$ cat config.mk
export PLATFORM = sky130hd
export DESIGN_NAME = line_rasterizer_flat
export DESIGN_NICKNAME = d
export VERILOG_FILES = /design/src/rtl/core/lr_pkg.sv /design/src/rtl/core/lr_ifs.sv /design/src/rtl/core/line_rasterizer.sv /design/src/rtl/core/lr_setup.sv /design/src/rtl/core/lr_out_buf.sv /design/src/flat_wrapper.sv
export SDC_FILE = /design/constraint.sdc
export NUM_CORES = 1
export LEC_CHECK = 0
export ABC_AREA = 1
export BUFFER_PORTS_ARGS = -buffer_cell sky130_fd_sc_hd__buf_4
export CORE_UTILIZATION = 40
export CTS_CLUSTER_DIAMETER = 40
export DETAILED_ROUTE_END_ITERATION = 7
export GPL_ROUTABILITY_DRIVEN = 0
export GPL_TIMING_DRIVEN = 0
export PLACE_DENSITY = 0.64
export REMOVE_ABC_BUFFERS = 1
export SLEW_MARGIN = 20
export SYNTH_ARGS = -nofsm -noshare
export SYNTH_HDL_FRONTEND = slang
export SYNTH_HIERARCHICAL = 1
export SYNTH_SLANG_ARGS = --single-unit
$ cat constraint.sdc
create_clock -name i_clk -period 22.6 [get_ports i_clk]
set_clock_uncertainty 0.1 [all_clocks]
set_input_delay 4.52 -clock i_clk [delete_from_list [all_inputs] [get_ports i_clk]]
set_output_delay 4.52 -clock i_clk [all_outputs]
set_load 0.02 [all_outputs]
$ cat src/rtl/core/lr_pkg.sv
`timescale 1ns / 1ps
`default_nettype none
// ----------------------------------------------------------------------------
// lr_pkg
// Shared types and constants for the line rasterizer: beat codes, register
// indexes, field widths and the structs passed between modules.
// ----------------------------------------------------------------------------
package lr_pkg;

    localparam int COORD_W = 16;
    localparam int COLOR_W = 16;
    localparam int DELTA_W = 17;
    localparam int ERR_W   = 18;
    localparam int SCR_W   = 10;
    localparam int CFG_IDX_W = 1;

    localparam logic [SCR_W-1:0] SCREEN_WIDTH_RST  = 10'd320;
    localparam logic [SCR_W-1:0] SCREEN_HEIGHT_RST = 10'd240;

    typedef enum logic {
        ACT_START = 1'b0,
        ACT_STEP  = 1'b1
    } t_action;

    typedef enum logic [CFG_IDX_W-1:0] {
        REG_SCREEN_WIDTH  = 1'b0,
        REG_SCREEN_HEIGHT = 1'b1
    } t_reg_idx;

    typedef struct packed {
        logic signed [COORD_W-1:0] pixel_x;
        logic signed [COORD_W-1:0] pixel_y;
        logic [COLOR_W-1:0]        pixel_color;
        logic                      visible;
        logic                      last_pixel;
    } t_pixel;

    typedef struct packed {
        logic                      axes_swapped;
        logic signed [COORD_W-1:0] major_pos;
        logic signed [COORD_W-1:0] minor_pos;
        logic signed [COORD_W-1:0] major_end;
        logic [DELTA_W-1:0]        major_delta;
        logic [DELTA_W-1:0]        minor_delta;
        logic signed [ERR_W-1:0]   error_term;
        logic                      minor_step_down;
    } t_line_setup;

endpackage
`default_nettype wire

$ cat src/rtl/core/lr_ifs.sv
`timescale 1ns / 1ps
`default_nettype none
// ----------------------------------------------------------------------------
// lr_ifs
// Channel interfaces: command beats in, pixel beats out, register writes.
// ----------------------------------------------------------------------------
interface lr_in_if import lr_pkg::*; ();
    logic                      valid;
    logic                      ready;
    logic                      action;
    logic signed [COORD_W-1:0] start_x;
    logic signed [COORD_W-1:0] start_y;
    logic signed [COORD_W-1:0] end_x;
    logic signed [COORD_W-1:0] end_y;
    logic [COLOR_W-1:0]        draw_color;

    modport source (output valid, action, start_x, start_y, end_x, end_y, draw_color,
                    input ready);
    modport sink   (input valid, action, start_x, start_y, end_x, end_y, draw_color,
                    output ready);
endinterface

interface lr_out_if import lr_pkg::*; ();
    logic                      valid;
    logic                      ready;
    logic signed [COORD_W-1:0] pixel_x;
    logic signed [COORD_W-1:0] pixel_y;
    logic [COLOR_W-1:0]        pixel_color;
    logic                      visible;
    logic                      last_pixel;

    modport source (output valid, pixel_x, pixel_y, pixel_color, visible, last_pixel,
                    input ready);
    modport sink   (input valid, pixel_x, pixel_y, pixel_color, visible, last_pixel,
                    output ready);
endinterface

interface lr_cfg_if import lr_pkg::*; ();
    logic                 valid;
    logic                 ready;
    logic [CFG_IDX_W-1:0] index;
    logic [SCR_W-1:0]     data;

    modport source (output valid, index, data, input ready);
    modport sink   (input valid, index, data, output ready);
endinterface
`default_nettype wire

$ cat src/rtl/core/line_rasterizer.sv
`timescale 1ns / 1ps
`default_nettype none
// ----------------------------------------------------------------------------
// line_rasterizer
// Bresenham line generator: a start beat sets up a line; while it is active, each
// step beat yields one pixel with visibility against the screen size and a last mark.
// ----------------------------------------------------------------------------
// throughput: one beat per cycle while the output buffer is not full;
// setup and step each finish in the accept cycle
// a two-entry output buffer keeps beats flowing while a pixel waits
// reset: idle, no line active, screen size 320 by 240, no clearing pass
// ----------------------------------------------------------------------------
module line_rasterizer import lr_pkg::*; (
    input  wire logic i_clk,
    input  wire logic i_rst_n,
    lr_in_if.sink     i_item,
    lr_cfg_if.sink    i_cfg,
    lr_out_if.source  o_pixel
);

    logic                      r_busy, n_busy;
    logic                      r_axes_swapped, n_axes_swapped;
    logic signed [COORD_W-1:0] r_major_pos, n_major_pos;
    logic signed [COORD_W-1:0] r_minor_pos, n_minor_pos;
    logic signed [COORD_W-1:0] r_major_end, n_major_end;
    logic signed [ERR_W-1:0]   r_error_term, n_error_term;
    logic [DELTA_W-1:0]        r_major_delta, n_major_delta;
    logic [DELTA_W-1:0]        r_minor_delta, n_minor_delta;
    logic                      r_minor_step_down, n_minor_step_down;
    logic [COLOR_W-1:0]        r_line_color, n_line_color;
    logic [SCR_W-1:0]          r_screen_width;
    logic [SCR_W-1:0]          r_screen_height;

    t_line_setup               setup;
    t_pixel                    pix;
    t_pixel                    buf_data;
    logic                      buf_full;
    logic                      buf_valid;
    logic                      accept;
    logic                      push;
    logic                      is_last;
    logic signed [COORD_W-1:0] px, py;
    logic signed [ERR_W-1:0]   err_sub;

    lr_setup u_setup (
        .i_x0    (i_item.start_x),
        .i_y0    (i_item.start_y),
        .i_x1    (i_item.end_x),
        .i_y1    (i_item.end_y),
        .o_setup (setup)
    );

    assign i_item.ready = !buf_full;
    assign accept       = i_item.valid && i_item.ready;
    assign push         = accept && (i_item.action == ACT_STEP) && r_busy;

    // pixel for the current walk position
    always_comb begin
        px      = r_axes_swapped ? r_minor_pos : r_major_pos;
        py      = r_axes_swapped ? r_major_pos : r_minor_pos;
        is_last = (r_major_pos == r_major_end);
        pix.pixel_x     = px;
        pix.pixel_y     = py;
        pix.pixel_color = r_line_color;
        pix.visible     = !px[COORD_W-1] && !py[COORD_W-1]
                          && ({1'b0, px[COORD_W-2:0]} < COORD_W'(r_screen_width))
                          && ({1'b0, py[COORD_W-2:0]} < COORD_W'(r_screen_height));
        pix.last_pixel  = is_last;
    end

    always_comb begin
        n_busy            = r_busy;
        n_axes_swapped    = r_axes_swapped;
        n_major_pos       = r_major_pos;
        n_minor_pos       = r_minor_pos;
        n_major_end       = r_major_end;
        n_error_term      = r_error_term;
        n_major_delta     = r_major_delta;
        n_minor_delta     = r_minor_delta;
        n_minor_step_down = r_minor_step_down;
        n_line_color      = r_line_color;
        err_sub           = r_error_term - ERR_W'(r_minor_delta);

        if (accept && (i_item.action == ACT_START)) begin
            n_busy            = 1'b1;
            n_axes_swapped    = setup.axes_swapped;
            n_major_pos       = setup.major_pos;
            n_minor_pos       = setup.minor_pos;
            n_major_end       = setup.major_end;
            n_error_term      = setup.error_term;
            n_major_delta     = setup.major_delta;
            n_minor_delta     = setup.minor_delta;
            n_minor_step_down = setup.minor_step_down;
            n_line_color      = i_item.draw_color;
        end else if (push) begin
            if (err_sub[ERR_W-1]) begin
                n_minor_pos  = r_minor_step_down ? r_minor_pos - 16'sd1
                                                 : r_minor_pos + 16'sd1;
                n_error_term = err_sub + ERR_W'(r_major_delta);
            end else begin
                n_error_term = err_sub;
            end
            if (is_last) begin
                n_busy = 1'b0;
            end else begin
                n_major_pos = r_major_pos + 16'sd1;
            end
        end
    end

    always_ff @(posedge i_clk) begin
        if (!i_rst_n) begin
            r_busy            <= 1'b0;
            r_axes_swapped    <= 1'b0;
            r_major_pos       <= '0;
            r_minor_pos       <= '0;
            r_major_end       <= '0;
            r_error_term      <= '0;
            r_major_delta     <= '0;
            r_minor_delta     <= '0;
            r_minor_step_down <= 1'b0;
            r_line_color      <= '0;
        end else begin
            r_busy            <= n_busy;
            r_axes_swapped    <= n_axes_swapped;
            r_major_pos       <= n_major_pos;
            r_minor_pos       <= n_minor_pos;
            r_major_end       <= n_major_end;
            r_error_term      <= n_error_term;
            r_major_delta     <= n_major_delta;
            r_minor_delta     <= n_minor_delta;
            r_minor_step_down <= n_minor_step_down;
            r_line_color      <= n_line_color;
        end
    end

    // register writes
    assign i_cfg.ready = 1'b1;

    always_ff @(posedge i_clk) begin
        if (!i_rst_n) begin
            r_screen_width  <= SCREEN_WIDTH_RST;
            r_screen_height <= SCREEN_HEIGHT_RST;
        end else if (i_cfg.valid && i_cfg.ready) begin
            case (i_cfg.index)
                REG_SCREEN_WIDTH:  r_screen_width  <= i_cfg.data;
                REG_SCREEN_HEIGHT: r_screen_height <= i_cfg.data;
                default: begin
                end
            endcase
        end
    end

    lr_out_buf u_out_buf (
        .i_clk   (i_clk),
        .i_rst_n (i_rst_n),
        .i_push  (push),
        .i_data  (pix),
        .i_ready (o_pixel.ready),
        .o_valid (buf_valid),
        .o_data  (buf_data),
        .o_full  (buf_full)
    );

    assign o_pixel.valid       = buf_valid;
    assign o_pixel.pixel_x     = buf_data.pixel_x;
    assign o_pixel.pixel_y     = buf_data.pixel_y;
    assign o_pixel.pixel_color = buf_data.pixel_color;
    assign o_pixel.visible     = buf_data.visible;
    assign o_pixel.last_pixel  = buf_data.last_pixel;

    a_start_sets_busy: assert property (@(posedge i_clk) disable iff (!i_rst_n)
        (accept && (i_item.action == ACT_START)) |=> r_busy)
        else $error("start beat did not open a line");

    a_last_ends_line: assert property (@(posedge i_clk) disable iff (!i_rst_n)
        (push && is_last) |=> !r_busy)
        else $error("line still active after last pixel");

    a_major_advances: assert property (@(posedge i_clk) disable iff (!i_rst_n)
        (push && !is_last) |=> (r_major_pos == $past(r_major_pos) + 16'sd1))
        else $error("major position did not advance on step");

    a_idle_step_holds: assert property (@(posedge i_clk) disable iff (!i_rst_n)
        (accept && (i_item.action == ACT_STEP) && !r_busy)
            |=> (!r_busy && $stable(r_major_pos) && $stable(r_minor_pos)))
        else $error("step while idle changed the walk");

endmodule
`default_nettype wire

$ cat src/rtl/core/lr_setup.sv
`timescale 1ns / 1ps
`default_nettype none
// ----------------------------------------------------------------------------
// lr_setup
// Line setup: classes the line as steep, swaps axes, orders the endpoints and
// derives the deltas, minor direction and initial error.
// ----------------------------------------------------------------------------
module lr_setup import lr_pkg::*; (
    input  wire logic signed [COORD_W-1:0] i_x0,
    input  wire logic signed [COORD_W-1:0] i_y0,
    input  wire logic signed [COORD_W-1:0] i_x1,
    input  wire logic signed [COORD_W-1:0] i_y1,
    output t_line_setup                    o_setup
);

    logic signed [DELTA_W-1:0] dx;
    logic signed [DELTA_W-1:0] dy;
    logic [DELTA_W-1:0]        adx;
    logic [DELTA_W-1:0]        ady;
    logic                      steep;
    logic signed [COORD_W-1:0] a0, a1, b0, b1;
    logic signed [COORD_W-1:0] ma0, ma1, mi0, mi1;
    logic signed [DELTA_W-1:0] dmin;
    logic [DELTA_W-1:0]        maj_d;

    always_comb begin
        dx    = DELTA_W'(i_x1) - DELTA_W'(i_x0);
        dy    = DELTA_W'(i_y1) - DELTA_W'(i_y0);
        adx   = dx[DELTA_W-1] ? DELTA_W'(-dx) : DELTA_W'(dx);
        ady   = dy[DELTA_W-1] ? DELTA_W'(-dy) : DELTA_W'(dy);
        steep = ady > adx;

        a0 = steep ? i_y0 : i_x0;
        b0 = steep ? i_x0 : i_y0;
        a1 = steep ? i_y1 : i_x1;
        b1 = steep ? i_x1 : i_y1;

        if (a0 > a1) begin
            ma0 = a1;
            ma1 = a0;
            mi0 = b1;
            mi1 = b0;
        end else begin
            ma0 = a0;
            ma1 = a1;
            mi0 = b0;
            mi1 = b1;
        end

        maj_d = DELTA_W'(DELTA_W'(ma1) - DELTA_W'(ma0));
        dmin  = DELTA_W'(mi1) - DELTA_W'(mi0);

        o_setup.axes_swapped    = steep;
        o_setup.major_pos       = ma0;
        o_setup.minor_pos       = mi0;
        o_setup.major_end       = ma1;
        o_setup.major_delta     = maj_d;
        o_setup.minor_delta     = dmin[DELTA_W-1] ? DELTA_W'(-dmin) : DELTA_W'(dmin);
        o_setup.error_term      = ERR_W'({1'b0, maj_d[DELTA_W-1:1]});
        o_setup.minor_step_down = !(mi0 < mi1);
    end

endmodule
`default_nettype wire

$ cat src/rtl/core/lr_out_buf.sv
`timescale 1ns / 1ps
`default_nettype none
// ----------------------------------------------------------------------------
// lr_out_buf
// Two-entry pixel output buffer: output register plus skid stage, so the
// walk keeps taking beats while a pixel waits to be taken.
// ----------------------------------------------------------------------------
module lr_out_buf import lr_pkg::*; (
    input  wire logic   i_clk,
    input  wire logic   i_rst_n,
    input  wire logic   i_push,
    input  wire t_pixel i_data,
    input  wire logic   i_ready,
    output logic        o_valid,
    output t_pixel      o_data,
    output logic        o_full
);

    logic   r_main_vld, n_main_vld;
    logic   r_skid_vld, n_skid_vld;
    t_pixel r_main, n_main;
    t_pixel r_skid, n_skid;
    logic   pop;

    always_comb begin
        pop        = r_main_vld && i_ready;
        n_main_vld = r_main_vld;
        n_skid_vld = r_skid_vld;
        n_main     = r_main;
        n_skid     = r_skid;
        if (i_push) begin
            if (!r_main_vld || pop) begin
                n_main     = i_data;
                n_main_vld = 1'b1;
            end else begin
                n_skid     = i_data;
                n_skid_vld = 1'b1;
            end
        end else if (pop) begin
            if (r_skid_vld) begin
                n_main     = r_skid;
                n_skid_vld = 1'b0;
            end else begin
                n_main_vld = 1'b0;
            end
        end
    end

    always_ff @(posedge i_clk) begin
        if (!i_rst_n) begin
            r_main_vld <= 1'b0;
            r_skid_vld <= 1'b0;
        end else begin
            r_main_vld <= n_main_vld;
            r_skid_vld <= n_skid_vld;
        end
        r_main <= n_main;
        r_skid <= n_skid;
    end

    assign o_valid = r_main_vld;
    assign o_data  = r_main;
    assign o_full  = r_skid_vld;

    a_skid_needs_main: assert property (@(posedge i_clk) disable iff (!i_rst_n)
        r_skid_vld |-> r_main_vld)
        else $error("skid entry held without output entry");

    a_no_push_when_full: assert property (@(posedge i_clk) disable iff (!i_rst_n)
        r_skid_vld |-> !i_push)
        else $error("pixel pushed into full buffer");

    a_skid_drains: assert property (@(posedge i_clk) disable iff (!i_rst_n)
        (r_skid_vld && i_ready) |=> (r_main_vld && !r_skid_vld))
        else $error("skid entry not moved forward on pop");

endmodule
`default_nettype wire

$ cat src/flat_wrapper.sv
// flat-port wrapper written by rule: the top's interface ports become plain ports
module line_rasterizer_flat import lr_pkg::*;
  (i_clk, i_rst_n, i_item_valid, i_item_action, i_item_start_x, i_item_start_y, i_item_end_x, i_item_end_y, i_item_draw_color, i_item_ready, i_cfg_valid, i_cfg_index, i_cfg_data, i_cfg_ready, o_pixel_valid, o_pixel_pixel_x, o_pixel_pixel_y, o_pixel_pixel_color, o_pixel_visible, o_pixel_last_pixel, o_pixel_ready);
  lr_in_if i_item_i ();
  lr_cfg_if i_cfg_i ();
  lr_out_if o_pixel_i ();
  input  wire logic i_clk;
  input  wire logic i_rst_n;
  input wire logic [$bits(i_item_i.valid)-1:0] i_item_valid;
  input wire logic [$bits(i_item_i.action)-1:0] i_item_action;
  input wire logic [$bits(i_item_i.start_x)-1:0] i_item_start_x;
  input wire logic [$bits(i_item_i.start_y)-1:0] i_item_start_y;
  input wire logic [$bits(i_item_i.end_x)-1:0] i_item_end_x;
  input wire logic [$bits(i_item_i.end_y)-1:0] i_item_end_y;
  input wire logic [$bits(i_item_i.draw_color)-1:0] i_item_draw_color;
  output wire logic [$bits(i_item_i.ready)-1:0] i_item_ready;
  input wire logic [$bits(i_cfg_i.valid)-1:0] i_cfg_valid;
  input wire logic [$bits(i_cfg_i.index)-1:0] i_cfg_index;
  input wire logic [$bits(i_cfg_i.data)-1:0] i_cfg_data;
  output wire logic [$bits(i_cfg_i.ready)-1:0] i_cfg_ready;
  output wire logic [$bits(o_pixel_i.valid)-1:0] o_pixel_valid;
  output wire logic [$bits(o_pixel_i.pixel_x)-1:0] o_pixel_pixel_x;
  output wire logic [$bits(o_pixel_i.pixel_y)-1:0] o_pixel_pixel_y;
  output wire logic [$bits(o_pixel_i.pixel_color)-1:0] o_pixel_pixel_color;
  output wire logic [$bits(o_pixel_i.visible)-1:0] o_pixel_visible;
  output wire logic [$bits(o_pixel_i.last_pixel)-1:0] o_pixel_last_pixel;
  input wire logic [$bits(o_pixel_i.ready)-1:0] o_pixel_ready;
  assign i_item_i.valid = i_item_valid;
  assign i_item_i.action = i_item_action;
  assign i_item_i.start_x = i_item_start_x;
  assign i_item_i.start_y = i_item_start_y;
  assign i_item_i.end_x = i_item_end_x;
  assign i_item_i.end_y = i_item_end_y;
  assign i_item_i.draw_color = i_item_draw_color;
  assign i_item_ready = i_item_i.ready;
  assign i_cfg_i.valid = i_cfg_valid;
  assign i_cfg_i.index = i_cfg_index;
  assign i_cfg_i.data = i_cfg_data;
  assign i_cfg_ready = i_cfg_i.ready;
  assign o_pixel_valid = o_pixel_i.valid;
  assign o_pixel_pixel_x = o_pixel_i.pixel_x;
  assign o_pixel_pixel_y = o_pixel_i.pixel_y;
  assign o_pixel_pixel_color = o_pixel_i.pixel_color;
  assign o_pixel_visible = o_pixel_i.visible;
  assign o_pixel_last_pixel = o_pixel_i.last_pixel;
  assign o_pixel_i.ready = o_pixel_ready;
  line_rasterizer u_core (.i_clk(i_clk), .i_rst_n(i_rst_n), .i_item(i_item_i), .i_cfg(i_cfg_i), .o_pixel(o_pixel_i));
endmodule
## After elaboration in Yosys (flattened, before gate mapping)

Index checks and enable logic that the tools add are counted.
W data, S select, Z words.

- Add/subtract/negate cells: 12
- $lt $le $gt $ge: 5
- Eq/ne operators: 5
- Muxes and demuxes: 37
- Bitwise operators: 4
- Reduce and logical (&&, ||, !) cells: 29

Operators by type and width:

| cell | number |
|---|---|
| $mux W16 | 19 |
| $mux W50 | 4 |
| $sub A16 B16 Y17 | 4 |
| $mux W17 | 3 |
| $neg A17 Y17 | 3 |
| $add A16 B2 Y16 const B | 2 |
| $lt A15 B10 Y1 | 2 |
| $add A18 B17 Y18 | 1 |
| $mux W18 | 1 |
| $sub A18 B17 Y18 | 1 |
| $gt A17 B17 Y1 | 1 |
| $eq A16 B16 Y1 | 1 |
| $gt A16 B16 Y1 | 1 |
| $lt A16 B16 Y1 | 1 |
| $sub A16 B2 Y16 const B | 1 |
| $reduce_and A2 Y1 | 7 |
| $mux W1 | 10 |
| $reduce_bool A2 Y1 | 5 |
| $logic_and A1 B1 Y1 | 8 |
| $ne A2 B2 Y1 const B | 3 |
| $reduce_and A3 Y1 | 2 |
| $logic_not A1 Y1 | 5 |
| $not A1 Y1 | 4 |
| $ne A2 B1 Y1 const B | 1 |
| 2 further kinds | 2 |

- Register bits after elaboration: 241
- Input bits: 97

## Logic depth before layout (Yosys ltp)

Gate-level depths: netlist (run 1).

- Depth after elaboration: 10
- Mapped depth: 68
- Depth with buffers taken out: 64

## Hierarchy

Netlist (run 1), hierarchy kept.

Modules (own cells, without submodules):

| module | times used | cells each | area an instance (µm²) | seq. area each (µm²) |
|---|---|---|---|---|
| line_rasterizer | 1 | 1559 | 9789.4 | 2782.7 |
| lr_setup | 1 | 1383 | 7262.0 | 0.0 |
| lr_out_buf | 1 | 275 | 3769.9 | 3042.9 |

## Worst setup path after synthesis (run 1)

No wires, ideal clock.

- Kind: input to register
- Start: input port i_item_end_x[0]
- End: register u_core.r_minor_delta[13]
- Setup time: 0.128 ns
- Arrival time: 11.910 ns
- Slack: 10.462 ns
- Stages on the path: 53
- Path through: inv_1 -> ha_1 -> fa_1 -> nand3b_1 -> nand2_1 -> a21oi_1 -> o21ai_1 -> nand3_1 -> nand2_1 -> nand2_1 -> nand2_1 -> clkinv_1 -> nand2_1 -> xor2_1 -> inv_1 -> ha_1 -> nand2_1 -> nor2_4 -> (+17 left out) -> o21ai_0 -> ha_1 -> fa_1 -> o21ai_2 -> nand2_1 -> nand2_1 -> a21boi_1 -> o21ai_1 -> xor2_1 -> nand2_1 -> nor2_1 -> nand3_1 -> nand2_1 -> nand2_1 -> nand2_1 -> o21ai_0 -> o21ai_0 -> a21oi_1

RTL lines:

| element | line | text |
|---|---|---|
| start, declared | flat_wrapper.sv:13 | `input wire logic [$bits(i_item_i.end_x)-1:0] i_item_end_x;` |
| end signal, assigned | line_rasterizer.sv:131 | `r_minor_delta <= n_minor_delta;` |
| end, declared | line_rasterizer.sv:28 | `logic [DELTA_W-1:0] r_minor_delta, n_minor_delta;` |

==> results of run 1 <==
sequential cells by signal, summed over array words and instances (netlist names):
register and cells:
u_core/r_minor_delta 17, u_core/r_minor_pos 16, u_core/r_major_pos 16, u_core/r_major_delta 17
u_core/r_axes_swapped 1, u_core/r_error_term 18, u_core/u_out_buf/o_full 1, u_core/u_out_buf/o_data 50
u_core/u_out_buf/r_skid 50, u_core/r_line_color 16, u_core/r_minor_step_down 1, u_core/r_screen_height 10
u_core/r_major_end 16, u_core/r_busy 1, u_core/u_out_buf/o_valid 1, u_core/r_screen_width 10
cell usage in the layout (no fill, tap or decap), types with 37 or more instances in the layout:
cell,synthesis,routed
sky130_fd_sc_hd__dfxtp_1,141,140
sky130_fd_sc_hd__nand3_1,207,207
sky130_fd_sc_hd__a21oi_1,174,173
sky130_fd_sc_hd__xor2_1,81,81
sky130_fd_sc_hd__edfxtp_1,100,100
sky130_fd_sc_hd__nand2_1,1048,1048
sky130_fd_sc_hd__xnor2_1,37,37
sky130_fd_sc_hd__inv_1,384,382
sky130_fd_sc_hd__buf_4,31,147
sky130_fd_sc_hd__o21ai_0,232,232
sky130_fd_sc_hd__ha_1,154,154
sky130_fd_sc_hd__nor2_1,281,279
logic make-up (layout without fill, tap and decap cells):
| family | count (synthesis) | after routing | share of synthesized area |
|---|---|---|---|
| xor+xnor | 118 | 118 | 0.0496 |
| other cells | 2 | 3 | 0.000361 |
| mux | 2 | 2 | 0.000962 |
| buf+inv | 531 | 619 | 0.109 |
| fa+ha+maj | 160 | 160 | 0.0983 |
| compound gates | 477 | 477 | 0.122 |
| simple gates | 1686 | 1686 | 0.340 |
| flops | 241 | 241 | 0.280 |
worst max path at each step:
stage                 startpoint                        to  slack (ns)  cells past startpoint
6_report       i_item_start_x[0]  u_core/r_minor_delta[16]        7.38                     49
5_1_grt          i_item_end_x[0]  u_core/r_minor_delta[13]        6.23                     54
4_1_cts        i_item_start_x[0]  u_core/r_minor_delta[16]        7.46                     49
3_5_place_dp   i_item_start_x[0]  u_core/r_minor_delta[16]        6.93                     49
3_3_place_gp   i_item_start_x[0]  u_core/r_minor_delta[16]        6.28                     48
2_1_floorplan    i_item_end_x[0]  u_core/r_minor_delta[13]        9.15                     52
per-stage QoR:
step	util	hold slack [ns]	area (µm²)	setup WS, ns	instances
global route	0.455	0.367	23400	6.23	3986
global placement	0.429	0.335	22000	6.28	3916
detailed placement	0.433	0.336	22200	6.93	3923
CTS	0.455	0.347	23400	7.46	3986
finish	0.455	0.350	23400	7.38	3986
floorplan	-	0.325	20100	9.15	3088
area by class of cell:
| class | count | area share |
|---|---|---|
| multi-input cells | 2446 | 0.546 |
| inverters | 401 | 0.0651 |
| clock inverters | 22 | 0.00990 |
| flip-flops and latches | 241 | 0.249 |
| repair buffers | 155 | 0.0547 |
| clock buffers | 41 | 0.0384 |
| well taps | 680 | 0.0364 |
metal layers:
metal	vias up	GRT usage
met2	453	0.361
li1	10435	-
met3	79	0.0224
met4	0	0.0635
met5	-	0
met1	8819	0.290
worst reg2reg max path, cell delays in order (launching register included):
cell                      delay, ns
sky130_fd_sc_hd__dfxtp_1       0.33
sky130_fd_sc_hd__inv_1         0.05
sky130_fd_sc_hd__ha_1          0.22
sky130_fd_sc_hd__fa_1          0.40
sky130_fd_sc_hd__inv_1         0.07
sky130_fd_sc_hd__nand2_1       0.04
sky130_fd_sc_hd__nand2_1       0.10
sky130_fd_sc_hd__nand3_1       0.09
sky130_fd_sc_hd__nand2_1       0.14
sky130_fd_sc_hd__xor2_1        0.26
sky130_fd_sc_hd__ha_1          0.33
sky130_fd_sc_hd__nand2_1       0.13
sky130_fd_sc_hd__inv_1         0.05
sky130_fd_sc_hd__a21oi_1       0.21
sky130_fd_sc_hd__inv_1         0.06
sky130_fd_sc_hd__a21oi_1       0.17
sky130_fd_sc_hd__nand2_1       0.10
sky130_fd_sc_hd__nand2_1       0.07
sky130_fd_sc_hd__nand2_1       0.07
sky130_fd_sc_hd__nand2_1       0.07
sky130_fd_sc_hd__nand3_1       0.08
sky130_fd_sc_hd__nand2_1       0.08
sky130_fd_sc_hd__a21oi_1       0.06
==> flow_summary.json, run 1 <==
{
  "seqCellArea_um2": 5830,
  "fin_tns_setup_ns": 0,
  "layout_min_cycle_time_ns": 15.22,
  "cts.htree.levels": 2,
  "row_count": 83,
  "syn-instance-count": 3217,
  "cts.repair_timing.setup_buffer_count": 0,
  "worst_hold_path_type": "reg2reg",
  "synth_enable_flop_cells": 100,
  "met1Wirelength_mm": 26.8,
  "unrepaired_setup_endpoints_after_global_routing": "false",
  "critical-path-max-stage-delay_ns": 0.94,
  "yosysSeqAreaShare": 0.280,
  "setup.reg_to_reg.worst_slack_ns": 19.16,
  "worst-path-max-fanout": 107,
  "area_delta_synth_final_pct": 12.3,
  "fillCellCount": 5447,
  "worst_skew_pair.late_latency_ns": 0.52,
  "end_kind": "flop",
  "crit_path_top_delay_cell": "sky130_fd_sc_hd__nand2_4",
  "dr.max_layer_used": "met4",
  "max_clock_freq_ghz": 0.0657,
  "cts_root_buffer": "sky130_fd_sc_hd__clkbuf_16",
  "ys_top_cells_by_area": "sky130_fd_sc_hd__nand2_1 (19%), sky130_fd_sc_hd__edfxtp_1 (14%), sky130_fd_sc_hd__dfxtp_1 (14%)",
  "synth.yosys.warnings": 6,
  "hold_path.startpoint": "u_core/r_line_color[9]",
  "clock_path_buffers": 3,
  "ant_nets": 0,
  "overall_fraction_of_global_route_tracks_in_use": 0.215,
  "cts-hold-fix-buffers": 0,
  "critical_path.top_delay_family": "simple AND/OR/NAND/NOR gates",
  "post_cts_resized": 0,
  "die_y_um": 230,
  "timing.final.hold_violations": 0,
  "synth_top_cell_by_area": "sky130_fd_sc_hd__nand2_1",
  "finalSetupViolCount": 0,
  "async_reset_ff_frac": 0,
  "yosys.cell_types.count": 59,
  "start_util": 0.405,
  "placement.io_buffers": 148,
  "cp.arrival_ns": 15.57,
  "avgRoutedWirePerCell_um": 14.3,
  "max-slew-margin-rel": 0.369,
  "route.detailed.vias_per_inst": 4.96,
  "grt_pass1_wl_mm": 93.6,
  "crit_required_ns": 22.96,
  "detail_route.drc_violations": 0,
  "drt_iter0_markers": 1253,
  "syn_area_per_cell_um2": 6.47,
  "critical_path.most_common_cell": "sky130_fd_sc_hd__nand2_1",
  "grt_max_degree": 113,
  "start_kind": "primary input",
  "via_count": 19786,
  "period_share": 0.673,
  "grt_overflow_total": 0,
  "min_delay_endpoint": "u_core/u_out_buf/r_skid[11]",
  "core_box_area_um2": 51400,
  "synth_most_common_cell": "sky130_fd_sc_hd__nand2_1",
  "status": "finished clean",
  "layout-drive-gt1-share": 0.0935,
  "reg2reg_to": "u_core/r_error_term[13]",
  "multi_input_combinational_cell_area_um2": 12800,
  "synth_top_area_share": 0.189,
  "cap_viol_max_count": 0,
  "synth-seq-cells": 241,
  "pin_count": 150,
  "insertedDiodeCount": 0,
  "drt-pass1-iter-count": 5,
  "die_width_um": 230,
  "drt_wl_total_mm": 56.9,
  "floorplan.die_area_um2": 53000,
  "wl_met3_mm": 2.87,
  "ys_dominant_reg_cell": "sky130_fd_sc_hd__dfxtp_1",
  "ff2ff_path_depth": 22,
  "count_of_nets_after_finishing": 3537,
  "dp_hpwl_mm": 44.2,
  "netlist_top_cells_count": "sky130_fd_sc_hd__nand2_1 (1048), sky130_fd_sc_hd__inv_1 (384), sky130_fd_sc_hd__nor2_1 (281), sky130_fd_sc_hd__o21ai_0 (232), sky130_fd_sc_hd__nand3_1 (207)",
  "buffering_stage_count_on_the_worst_path_with_inverters_included": 6,
  "route.met2.wl_mm": 25.7,
  "timing.final.max_slew_violations": 0,
  "max_slew.worst_pin.slew_ns": 0.946,
  "grt_pass1_vias": 18651,
  "clock-sinks": 241,
  "tritoncts_clock_tree": "yes",
  "cts.clk_slew.worst_paths_ns": 0.05,
  "worstReg2RegStart": "u_core/r_error_term[0]",
  "numCtsBuffers": 35,
  "synthesis.area_um2": 20800,
  "worstHoldPathCells": 0,
  "antenna_found_initial": 0,
  "crit_type": "in2reg"
}
Power of run 1 is left out: the tool's default activity adds up to more than one toggle a clock period on the data nets, which glitch-free logic cannot reach.
==> inputs of run 2 (changes only) <==
==> constraint.sdc (replaced) <==
create_clock -name i_clk -period 14.8 [get_ports i_clk]
set_clock_uncertainty 0.1 [all_clocks]
set_input_delay 2.96 -clock i_clk [delete_from_list [all_inputs] [get_ports i_clk]]
set_output_delay 2.96 -clock i_clk [all_outputs]
set_load 0.02 [all_outputs]
==> run 2 against run 1 <==
Register-to-register slack got worse by 7.8 ns. Sequential share of layout area barely moved. Global-route usage did not move. Critical endpoint is now u_core/r_minor_delta[13]. Largest cell class unchanged.
==> flow_summary.json, run 2 (synthesized netlist as in run 1, its figures left out) <==
{
  "detail_route.drc_violations": 0,
  "layout-drive-gt1-share": 0.0935,
  "layout.cells.most_common": "sky130_fd_sc_hd__nand2_1",
  "start_kind": "primary input",
  "fillCellCount": 5448,
  "setup_slack_ns": 1.50,
  "dp_hpwl_mm": 44.2,
  "area_delta_synth_final_pct": 12.3,
  "start_util": 0.405,
  "worst_hold_path_type": "reg2reg",
  "grt_max_degree": 113,
  "post_cts_resized": 0,
  "count_of_nets_after_finishing": 3537,
  "unrepaired_setup_endpoints_after_global_routing": "false",
  "drt-pass1-iter-count": 5,
  "row_count": 83,
  "via_count": 19790,
  "timing.final.max_slew_violations": 0,
  "multi_input_combinational_cell_area_um2": 12800,
  "cts-hold-fix-buffers": 0,
  "grt_busiest_layer": "met2",
  "status": "finished clean",
  "antenna_found_initial": 0,
  "drt_iter0_markers": 1253,
  "grt_pass1_wl_mm": 93.6,
  "timing.final.hold_violations": 0,
  "clock-sinks": 241,
  "avgRoutedWirePerCell_um": 14.3,
  "crit_path_top_delay_cell": "sky130_fd_sc_hd__nand2_8",
  "clock_path_buffers": 3,
  "grt_pass1_vias": 18651,
  "insertedDiodeCount": 0,
  "max_slew.worst_pin.slew_ns": 0.877,
  "max_clock_freq_ghz": 0.0752,
  "layout_min_cycle_time_ns": 13.30,
  "tritoncts_clock_tree": "yes",
  "mostFrequentLayoutCells": "sky130_fd_sc_hd__nand2_1 (1048), sky130_fd_sc_hd__inv_1 (382), sky130_fd_sc_hd__nor2_1 (279), sky130_fd_sc_hd__o21ai_0 (232), sky130_fd_sc_hd__nand3_1 (207)",
  "numCtsBuffers": 35,
  "fin_tns_setup_ns": 0,
  "cts_root_buffer": "sky130_fd_sc_hd__clkbuf_16",
  "floorplan.die_area_um2": 53000,
  "worst-path-max-fanout": 107,
  "finalSetupViolCount": 0,
  "end_kind": "flop",
  "ant_nets": 0,
  "placement.io_buffers": 148,
  "period_share": 0.899,
  "pre_cts_slack_ns": 0.694,
  "grt_overflow_total": 0,
  "die_y_um": 230,
  "cts.htree.levels": 2,
  "cts.clk_slew.worst_paths_ns": 0.05,
  "cts.repair_timing.setup_buffer_count": 0,
  "route.detailed.vias_per_inst": 4.96,
  "overall_fraction_of_global_route_tracks_in_use": 0.215,
  "crit_required_ns": 15.09,
  "critical-path-max-stage-delay_ns": 0.69,
  "crit_type": "in2reg",
  "core_box_area_um2": 51400,
  "max-slew-margin-rel": 0.415,
  "die_width_um": 230,
  "cp.arrival_ns": 13.60,
  "pin_count": 150,
  "met2_usage": 0.361,
  "m3_gr_usage": 0.0224,
  "cap_viol_max_count": 0,
  "critical_path.most_common_cell": "sky130_fd_sc_hd__nand2_1",
  "drt_wl_total_mm": 56.8,
  "seqCellArea_um2": 5830,
  "global_route.usage.met1": 0.290,
  "worst_skew_pair.late_latency_ns": 0.52
}
run 2: cell counts in the layout (fill, tap and decap cells not counted):
Identical to the previous run, type by type.
run 2: path summary, 6_finish.rpt:
kind | start | to | slack, ns | cells past startpoint
setup / recovery | i_item_start_x[0] | u_core/r_minor_delta[13] | 1.50 | 52
hold / removal | u_core/r_line_color[9] | u_core/u_out_buf/r_skid[11] | 0.35 | 0
setup reg to reg | u_core/r_error_term[0] | u_core/r_error_term[13] | 11.37 | 22
hold reg to reg | u_core/r_line_color[9] | u_core/u_out_buf/r_skid[11] | 0.35 | 0
run 2: per-stage QoR:
| stage | cell area [µm²] | hold WS (ns) | utilization | instances |
|---|---|---|---|---|
| floorplan | 20100 | 0.325 | - | 3088 |
| finish | 23400 | 0.350 | 0.455 | 3986 |
| detailed placement | 22200 | 0.336 | 0.433 | 3923 |
| CTS | 23400 | 0.347 | 0.455 | 3986 |
| global route | 23400 | 0.367 | 0.455 | 3986 |
| global placement | 22000 | 0.335 | 0.429 | 3916 |
run 2: per-layer routing:
metal	share of wire	routed length, µm
met5	0	0
met4	0.028	1570
met2	0.45	25700
met1	0.47	26600
met3	0.051	2930
run 2: critical path: cells and delay by family:
family,cells,cell delay [ns]
AND/OR/NAND/NOR,27,4.60
AO/OA/AOI/OAI,11,2.30
adder cells (fa/ha/maj),5,1.86
buffers and inverters,7,1.22
XOR/XNOR,2,0.56
run 2: area by class of cell:
cell class                 instances  share of cell area
multi-input combinational       2446               0.546
sequential                       241               0.249
inverter                         401              0.0651
timing repair buffer             155              0.0546
clock buffer                      41              0.0384
tap                              680              0.0364
clock inverter                    22             0.00990
Power of run 2 is left out for the same reason.
==> inputs of run 3 (changes only) <==
--- a/config.mk
+++ b/config.mk
@@ -7,6 +7,7 @@
 export LEC_CHECK = 0
 export ABC_AREA = 1
 export BUFFER_PORTS_ARGS = -buffer_cell sky130_fd_sc_hd__buf_4
+export CORE_MARGIN = 1.5
 export CORE_UTILIZATION = 40
 export CTS_CLUSTER_DIAMETER = 40
 export DETAILED_ROUTE_END_ITERATION = 7
@@ -17,5 +18,4 @@
 export SLEW_MARGIN = 20
 export SYNTH_ARGS = -nofsm -noshare
 export SYNTH_HDL_FRONTEND = slang
-export SYNTH_HIERARCHICAL = 1
 export SYNTH_SLANG_ARGS = --single-unit
==> run 3 against run 2 <==
Via count is 13% lower. Die area is 13% lower. Synthesized area is 14% lower. Critical path depth is 7 higher.
==> flow_summary.json, run 3 <==
{
  "finalSetupViolCount": 0,
  "synth_area_in_adders": 0.113,
  "crit_required_ns": 15.06,
  "setup_slack_ns": 0.934,
  "drt_wl_total_mm": 51.8,
  "drt-pass1-iter-count": 6,
  "die_width_um": 214,
  "synth_most_common_cell": "sky130_fd_sc_hd__nand2_1",
  "layout.cells.most_common": "sky130_fd_sc_hd__nand2_1",
  "synth-seq-cells": 241,
  "async_reset_ff_frac": 0,
  "cts.htree.levels": 2,
  "synthesis.area_um2": 17900,
  "count_of_nets_after_finishing": 2888,
  "critical_path.most_common_cell": "sky130_fd_sc_hd__nand2_1",
  "ant_nets": 0,
  "synth_simple_gate_area_frac": 0.228,
  "floorplan.die_area_um2": 46000,
  "max_slew.worst_pin.slew_ns": 0.972,
  "insertedDiodeCount": 0,
  "overall_fraction_of_global_route_tracks_in_use": 0.219,
  "drt_iter0_markers": 1069,
  "pre_cts_slack_ns": -0.815,
  "fillCellCount": 4386,
  "via_count": 17153,
  "compound_cell_area_share_of_the_yosys_netlist": 0.177,
  "ys_dominant_reg_cell": "sky130_fd_sc_hd__dfxtp_1",
  "synth.yosys.warnings": 0,
  "synth_top_area_share": 0.168,
  "ys_top_cells_by_area": "sky130_fd_sc_hd__edfxtp_1 (17%), sky130_fd_sc_hd__dfxtp_1 (16%), sky130_fd_sc_hd__nand2_1 (14%)",
  "unrepaired_setup_endpoints_after_global_routing": "false",
  "fin_tns_setup_ns": 0,
  "cap_viol_max_count": 0,
  "worst_hold_path_type": "reg2reg",
  "netlist_top_cells_count": "sky130_fd_sc_hd__nand2_1 (650), sky130_fd_sc_hd__inv_1 (342), sky130_fd_sc_hd__o21ai_0 (261), sky130_fd_sc_hd__a21oi_1 (178), sky130_fd_sc_hd__ha_1 (152)",
  "grt_pass1_wl_mm": 81.8,
  "period_share": 0.937,
  "timing.final.max_slew_violations": 0,
  "layout-drive-gt1-share": 0.101,
  "max_clock_freq_ghz": 0.0721,
  "worst_skew_pair.late_latency_ns": 0.54,
  "holdWs_ns": 0.312,
  "row_count": 77,
  "yosysSeqAreaShare": 0.326,
  "cts.repair_timing.setup_buffer_count": 0,
  "cts_root_buffer": "sky130_fd_sc_hd__clkbuf_16",
  "area_delta_synth_final_pct": 17.3,
  "syn-instance-count": 2518,
  "detail_route.drc_violations": 0,
  "numCtsBuffers": 40,
  "cts-hold-fix-buffers": 0,
  "synth_top_cell_by_area": "sky130_fd_sc_hd__edfxtp_1",
  "avgRoutedWirePerCell_um": 15.9,
  "timing.final.hold_violations": 0,
  "numPlacedInstances": 3181,
  "layout_min_cycle_time_ns": 13.87,
  "start_util": 0.405,
  "xor_and_xnor_area_share_after_synthesis": 0.0617,
  "grt_max_degree": 89,
  "grt_pass1_vias": 16001,
  "dominant_combinational_cell_family_by_area_after_synthesis": "simple AND/OR/NAND/NOR gates",
  "max-slew-margin-rel": 0.348,
  "cts.clk_slew.worst_paths_ns": 0.06,
  "cp.arrival_ns": 14.13,
  "worst-path-max-fanout": 88,
  "end_kind": "flop",
  "placement.io_buffers": 148,
  "core_box_area_um2": 44100,
  "start_kind": "primary input",
  "grt_overflow_total": 0,
  "route.detailed.vias_per_inst": 5.27,
  "pin_count": 150,
  "critical-path-max-stage-delay_ns": 0.51,
  "status": "finished clean",
  "syn_area_per_cell_um2": 7.10,
  "antenna_found_initial": 1,
  "dp_hpwl_mm": 40.0,
  "clock_path_buffers": 3,
  "layoutNonFillerInstCount": 3255,
  "crit_type": "in2reg",
  "mostFrequentLayoutCells": "sky130_fd_sc_hd__nand2_1 (649), sky130_fd_sc_hd__inv_1 (339), sky130_fd_sc_hd__o21ai_0 (256), sky130_fd_sc_hd__a21oi_1 (178), sky130_fd_sc_hd__buf_4 (153)",
  "crit_path_top_delay_cell": "sky130_fd_sc_hd__nor4_4",
  "synth_enable_flop_cells": 100,
  "synth_mux_area_frac": 0,
  "tritoncts_clock_tree": "yes",
  "clock-sinks": 241,
  "die_y_um": 214,
  "yosys.cell_types.count": 58
}
## run 3: cell count changes in the layout (fill, tap and decap cells not counted), sizes merged, moves of 7 or more
cell | previous run | this run
nand2 | 1088 | 658
nor2 | 289 | 121
nand3 | 215 | 99
inv | 403 | 356
o21ai | 252 | 293
o22ai | 0 | 21
xor2 | 81 | 96
o211ai | 10 | 24
o21bai | 7 | 21
a22o | 0 | 7
clkbuf | 41 | 48
xnor2 | 37 | 30
## run 3: final cells by class
type	instances	area, µm²	share of cell area
Multi-Input combinational cell	1840	10500	0.500
Sequential cell	241	5830	0.278
Timing Repair Buffer	160	1320	0.0629
Inverter	350	1320	0.0627
Clock buffer	48	1070	0.0511
Tap cell	592	741	0.0353
Clock inverter	24	218	0.0104
## run 3: path summary, 6_finish.rpt
kind | to | slack [ns] | start | cells after the start
max | u_core.r_minor_delta[11] | 0.93 | i_item_end_x[0] | 59
min | u_core.u_out_buf.r_skid[14] | 0.31 | u_core.r_line_color[12] | 0
max reg2reg | u_core.r_minor_pos[7] | 10.11 | u_core.r_minor_delta[2] | 24
min reg2reg | u_core.u_out_buf.r_skid[14] | 0.31 | u_core.r_line_color[12] | 0
## run 3: kinds of logic after synthesis
group                      after synthesis
DFF                                    241
adders and majority gates              158
other                                    1
AOI/OAI and AO/OA                      580
xor gates and xnor gates               126
and+or+nand+nor                        973
buffers and inverters                  439
## run 3: metal layers
metal / wire length (µm) / share of wire / GRT usage
met1: 23100 / 0.45 / 0.289
met3: 3660 / 0.071 / 0.0362
met4: 2270 / 0.044 / 0.0962
met5: 0 / 0 / 0
met2: 22800 / 0.44 / 0.355
## run 3: metrics by stage
| stage | utilization | area, µm² |
|---|---|---|
| 2_1_floorplan | - | 17500 |
| 3_3_place_gp | 0.439 | 19400 |
| 3_5_place_dp | 0.445 | 19600 |
| 4_1_cts | 0.474 | 20900 |
| 5_1_grt | 0.475 | 21000 |
| 6_report | 0.475 | 21000 |
## run 3: worst max-delay path: cells and delay by family
kind            cells  cell delay [ns]
buf+inv            10             1.42
compound gates     14             3.01
simple gates       28             4.71
xor+xnor            2             0.33
fa+ha+maj           5             1.63
## run 3: timing repair
action,in CTS,in global routing
gates resized for setup,0,12
gates cloned,1,1
pin swaps,1,1
endpoints found under the setup margin,10,17
Power of run 3 is left out for the same reason.
